==> src/rtl/assert_macros.svh <==
// ----------------------------------------------------------------------------
// Assertion macros
// Concurrent assertion wrappers that compile away when SYNTHESIS is defined.
// ----------------------------------------------------------------------------
`ifndef ASSERT_MACROS_SVH
`define ASSERT_MACROS_SVH
`ifndef SYNTHESIS
`define ASSERT_PROP(lbl, clk, rst_n, prop) \
    lbl: assert property (@(posedge clk) disable iff (!(rst_n)) prop) \
        else $error("assertion failed");
`define ASSERT_NEVER(lbl, clk, rst_n, expr) \
    `ASSERT_PROP(lbl, clk, rst_n, !(expr))
`else
`define ASSERT_PROP(lbl, clk, rst_n, prop)
`define ASSERT_NEVER(lbl, clk, rst_n, expr)
`endif
`endif

==> src/rtl/frua_pkg.sv <==
// ----------------------------------------------------------------------------
// frua_pkg
// Shared codes and control types of the frame ring upload allocator.
// ----------------------------------------------------------------------------
package frua_pkg;

    localparam logic [31:0] BUFFER_BYTES_RESET = 32'd1048576;
    localparam logic [1:0]  REQ_ALLOC          = 2'd0;
    localparam int          REQ_FRAME_END_BIT  = 1;

    typedef enum logic [2:0] {
        ST_OK       = 3'd0,
        ST_TOO_BIG  = 3'd1,
        ST_NO_GAP   = 3'd2,
        ST_OVL_PREV = 3'd3,
        ST_OVL_CUR  = 3'd4,
        ST_FULL     = 3'd5
    } t_status;

    typedef enum logic [2:0] {
        OP_NONE,
        OP_LATCH_X,
        OP_SUCC,
        OP_FIN,
        OP_FIN2,
        OP_GAP_DONE,
        OP_OVL
    } t_op;

    typedef struct packed {
        logic load;
        logic decide;
        t_op  op;
    } t_cmd;

    typedef struct packed {
        logic out_busy;
    } t_stat;

endpackage

==> src/rtl/frua_ctrl.sv <==
// ----------------------------------------------------------------------------
// frua_ctrl
// Sequencer that walks the range tables for the gap search and overlap check.
// ----------------------------------------------------------------------------
module frua_ctrl #(
    parameter int MAX_RANGES = 64
) (
    input  logic                              i_clk,
    input  logic                              i_rst_n,
    input  logic                              i_req_valid,
    output logic                              o_req_ready,
    input  logic [$clog2(2*MAX_RANGES+1)-1:0] i_count,
    input  frua_pkg::t_stat                   i_stat,
    output frua_pkg::t_cmd                    o_cmd,
    output logic [$clog2(2*MAX_RANGES+1)-1:0] o_idx
);
    import frua_pkg::*;

    localparam int NW = $clog2(2 * MAX_RANGES + 1);

    typedef enum logic [3:0] {
        S_IDLE, S_CALC, S_GX, S_GY, S_GF, S_GF2, S_GEND, S_OV, S_DRAIN, S_DEC
    } t_state;

    t_state        r_state;
    logic [2:0]    r_cnt;
    logic [NW-1:0] r_ox, r_iy;
    logic [NW-1:0] last;

    assign last        = NW'(i_count - NW'(1));
    assign o_req_ready = r_state == S_IDLE;
    assign o_idx       = (r_state == S_GX) ? r_ox : r_iy;

    always_comb begin
        o_cmd.load   = (r_state == S_IDLE) && i_req_valid;
        o_cmd.decide = (r_state == S_DEC) && !i_stat.out_busy;
        unique case (r_state)
            S_GX:    o_cmd.op = OP_LATCH_X;
            S_GY:    o_cmd.op = OP_SUCC;
            S_GF:    o_cmd.op = OP_FIN;
            S_GF2:   o_cmd.op = OP_FIN2;
            S_GEND:  o_cmd.op = OP_GAP_DONE;
            S_OV:    o_cmd.op = OP_OVL;
            default: o_cmd.op = OP_NONE;
        endcase
    end

    always_ff @(posedge i_clk) begin
        if (!i_rst_n) begin
            r_state <= S_IDLE;
            r_cnt   <= '0;
            r_ox    <= '0;
            r_iy    <= '0;
        end else begin
            unique case (r_state)
                S_IDLE: begin
                    if (i_req_valid) begin
                        r_state <= S_CALC;
                        r_cnt   <= '0;
                    end
                end
                S_CALC: begin
                    r_cnt <= r_cnt + 3'd1;
                    if (r_cnt == 3'd4) begin
                        r_ox    <= '0;
                        r_state <= (i_count == '0) ? S_GEND : S_GX;
                    end
                end
                S_GX: begin
                    r_iy    <= '0;
                    r_state <= S_GY;
                end
                S_GY: begin
                    if (r_iy == last) begin
                        r_state <= S_GF;
                    end else begin
                        r_iy <= r_iy + NW'(1);
                    end
                end
                S_GF: begin
                    r_state <= S_GF2;
                end
                S_GF2: begin
                    if (r_ox == last) begin
                        r_state <= S_GEND;
                    end else begin
                        r_ox    <= r_ox + NW'(1);
                        r_state <= S_GX;
                    end
                end
                S_GEND: begin
                    r_iy    <= '0;
                    r_state <= (i_count == '0) ? S_DRAIN : S_OV;
                end
                S_OV: begin
                    if (r_iy == last) begin
                        r_state <= S_DRAIN;
                    end else begin
                        r_iy <= r_iy + NW'(1);
                    end
                end
                S_DRAIN: begin
                    r_state <= S_DEC;
                end
                S_DEC: begin
                    if (!i_stat.out_busy) begin
                        r_state <= S_IDLE;
                    end
                end
                default: begin
                    r_state <= S_IDLE;
                end
            endcase
        end
    end

endmodule

==> config.mk <==
export PLATFORM = sky130hd
export DESIGN_NAME = frua_ctrl
export DESIGN_NICKNAME = d
export VERILOG_FILES = /design/src/rtl/assert_macros.svh /design/src/rtl/frua_pkg.sv /design/src/rtl/frua_ctrl.sv
export SDC_FILE = /design/constraint.sdc
export NUM_CORES = 1
export LEC_CHECK = 0
export BUFFER_PORTS_ARGS = -buffer_cell sky130_fd_sc_hd__buf_2
export CORE_MARGIN = 1.5
export CORE_UTILIZATION = 60
export CTS_BUF_LIST = sky130_fd_sc_hd__clkbuf_8
export CTS_CLUSTER_DIAMETER = 100
export CTS_CLUSTER_SIZE = 20
export DETAILED_ROUTE_END_ITERATION = 10
export PLACE_DENSITY_LB_ADDON = 0.15
export SYNTH_ARGS = -nofsm -noshare
export SYNTH_HDL_FRONTEND = slang
export SYNTH_SLANG_ARGS = --single-unit
==> constraint.sdc <==
create_clock -name i_clk -period 7.6 [get_ports i_clk]
set_input_delay 0.38 -clock i_clk [delete_from_list [all_inputs] [get_ports i_clk]]
set_output_delay 0.38 -clock i_clk [all_outputs]
set_load 0.01 [all_outputs]
==> run metrics <==
RSZ-0062 raised after global routing no; antenna-violating nets left 0; Vias/cell roughly 6.2; largest family of logic cells by synthesized area simple AND/OR/NAND/NOR gates; peak supply drop 0.107 mV; gr usage total 0.261; Initial Util 0.635; Worst Hold Launch i_rst_n; DR WL/cell ~14 µm; skew final around 0.0066 ns; slowest stage delay, CP roughly 0.70 ns; post-route cell area ~2100 µm²; Fmax achieved between 300 and 400 MHz; router iterations before antenna repair 4; Synth Area in Adders 0.0387; R2R Path End r_ox[3]; crit path max fanout 14; Layout area overhead 8.20%; R2R Setup Slk around 5.4 ns; Slew @ Worst Pin approximately 1.2 ns; Max Root-Sink Buffers 2; WL met2 just under 2000 µm; Post-Synth Simple-Gate Area 0.256; Ports 26; count of final setup violators 0; cells after synthesis between 200 and 250; TritonCTS Buffers 3; most frequent cells in the layout 25 x buf_2, 23 x dfxtp_1, 19 x a21oi_1; htree depth 1; Tightest Hold Check Type in2reg; Antenna Cells 0; vias in the first global route roughly 1.6k; Residual DRC 0; wirelength, routed between 4000 and 5000 µm; fin nets approximately 270; Vert. Die Dim around 60 µm; worst hold margin approximately 0.48 ns; most common cell after layout, fill and taps aside buf_2; Synth async-reset ratio 0; WL met1 roughly 2100 µm; # Post-CTS Setup Buffers 0; std cell rows 20; final core occ 0.687; core outline area 3050 µm²; fin crit period 2.94 ns; Critical Path Slowest Stage Cell a2111oi_4; layout cells sized above 1 0.210; synth warn 0; placement-stage cell area roughly 2100 µm²; status finished clean; pwr dens roughly 120 nW/µm²; hold endpoint r_state[3]; uppermost routed layer met4; Crit path top cell by count or4_4; Remaining Overflow, GRT 0; via count roughly 1.8k; syn_area_per_cell 8.18 µm²; max-slew violations 0; largest net degree at the start of global routing 18; total die area 3580 µm²; initial antenna violation count 0; Pleak around 0.8 nW; Root Driver clkbuf_8; global-route wire length before repair around 7100 µm; FF+latch count, synth 23; Setup TNS 0 ns; R2R depth 5; Die Span X between 50 and 60 µm; critical path, cell by cell buf_2 -> or4_4 -> or4_4 -> or4_4 -> a2111oi_4 -> or4_2 -> a21oi_1; met3 wire len around 170 µm; CTS hold repair buffers 0; port bufs 25; CP Launch Type input port; WP data required about 7.7 ns; critical path class in2reg; period utilization 0.387; Fin. Hold Viols 0; unique cell type count in the Yosys netlist 54; Post-CTS Resized 0; headroom to the max-slew limit 0.214; number of nets produced by synthesis ~260; Worst Path Buf+Inv 1; Worst path top cell family by delay simple AND/OR/NAND/NOR gates; Hold Path Stages 2; CTS Sinks 23; Post-Synth XOR/XNOR Area 0.101; Total Power between 0.0002 and 0.0003 W; dpl hpwl ~3200 µm; gpl congestion 0.917; post-synthesis sequential area ratio 0.238; Arrival @ worst endpoint just over 3 ns; Worst-Skew Late Latency between 0.2 and 0.3 ns; CTS tree done; Iteration-0 DRC Markers 101; post-synthesis cell area ~1900 µm²; count of flip-flops with a built-in enable after synthesis 0; Worst-path clk slew approximately 0.090 ns; Worst Setup SP i_count[2]; worst r2r src r_ox[6]; ys flop type dfxtp_1; post-synthesis mux area share 0.0568; max_cap viols 0; Compound-Gate Fraction of Synth Area 0.254; Setup crit end kind register
[metrics by stage]
step / instances / setup WS, ns
after floorplan: 237 / 4.71
after global placement: 292 / 4.41
after detailed placement: 292 / 4.37
after CTS: 296 / 4.66
after global routing: 296 / 4.52
final: 296 / 4.66
[power by group]
part           total (W)  switching [W]  internal (W)
clock          0.0000774      0.0000412     0.0000362
sequential      0.000128     0.00000556      0.000123
combinational  0.0000495      0.0000294     0.0000200
[logic make-up (layout without fill, tap and decap cells)]
logic type                 after synthesis  count (layout)
and+or+nand+nor                         86              86
AOI/OAI and AO/OA                       69              69
buffers and inverters                   24              39
DFF                                     23              23
xor gates and xnor gates                19              19
muxes                                   10              10
adders and majority gates                6               6
[flip-flops by register name (all words and copies together), names as in the netlist]
name / cells
r_cnt: 3
r_iy: 8
r_ox: 8
r_state: 4
[worst register-to-register path, cell delays in order (launching register included)]
cell       delay (ns)
dfxtp_1          0.39
a21boi_0         0.18
or4_4            0.55
a2111oi_4        0.70
or4_2            0.23
a21oi_1          0.06
[cells in the mapped netlist (all sizes together) (7+ instances only)]
cell,instances,share of area
dfxtp,23,0.24
a21oi,19,0.049
nand2,18,0.035
or4,13,0.060
o21ai,12,0.031
xnor2,11,0.050
o31ai,10,0.039
clkbuf,9,0.017
inv,9,0.017
nor2,9,0.017
mux2,8,0.046
nor3,7,0.018
[worst max path at each step]
| stage | cells after the start | slack (ns) | end |
|---|---|---|---|
| floorplan | 8 | 4.71 | r_ox[7] |
| global placement | 7 | 4.41 | r_ox[5] |
| detailed placement | 7 | 4.37 | r_ox[3] |
| CTS | 7 | 4.66 | r_ox[6] |
| global route | 7 | 4.52 | r_ox[4] |
| finish | 7 | 4.66 | r_ox[3] |
[cell type report]
| cell class | instances | area (µm²) |
|---|---|---|
| clock inverter | 1 | 3.75 |
| clock buffer | 3 | 41.3 |
| multi-input combinational | 190 | 1370 |
| inverter | 9 | 33.8 |
| fill | 272 | 956 |
| timing repair buffer | 26 | 133 |
| tap | 44 | 55.1 |
| sequential | 23 | 460 |
[metal layers]
metal | vias to the layer above | global-route usage
met5 | - | 0
met4 | 0 | 0.102
met3 | 9 | 0.0325
met2 | 51 | 0.405
met1 | 845 | 0.365
li1 | 932 | -
Power figures use the tool's default switching activity.
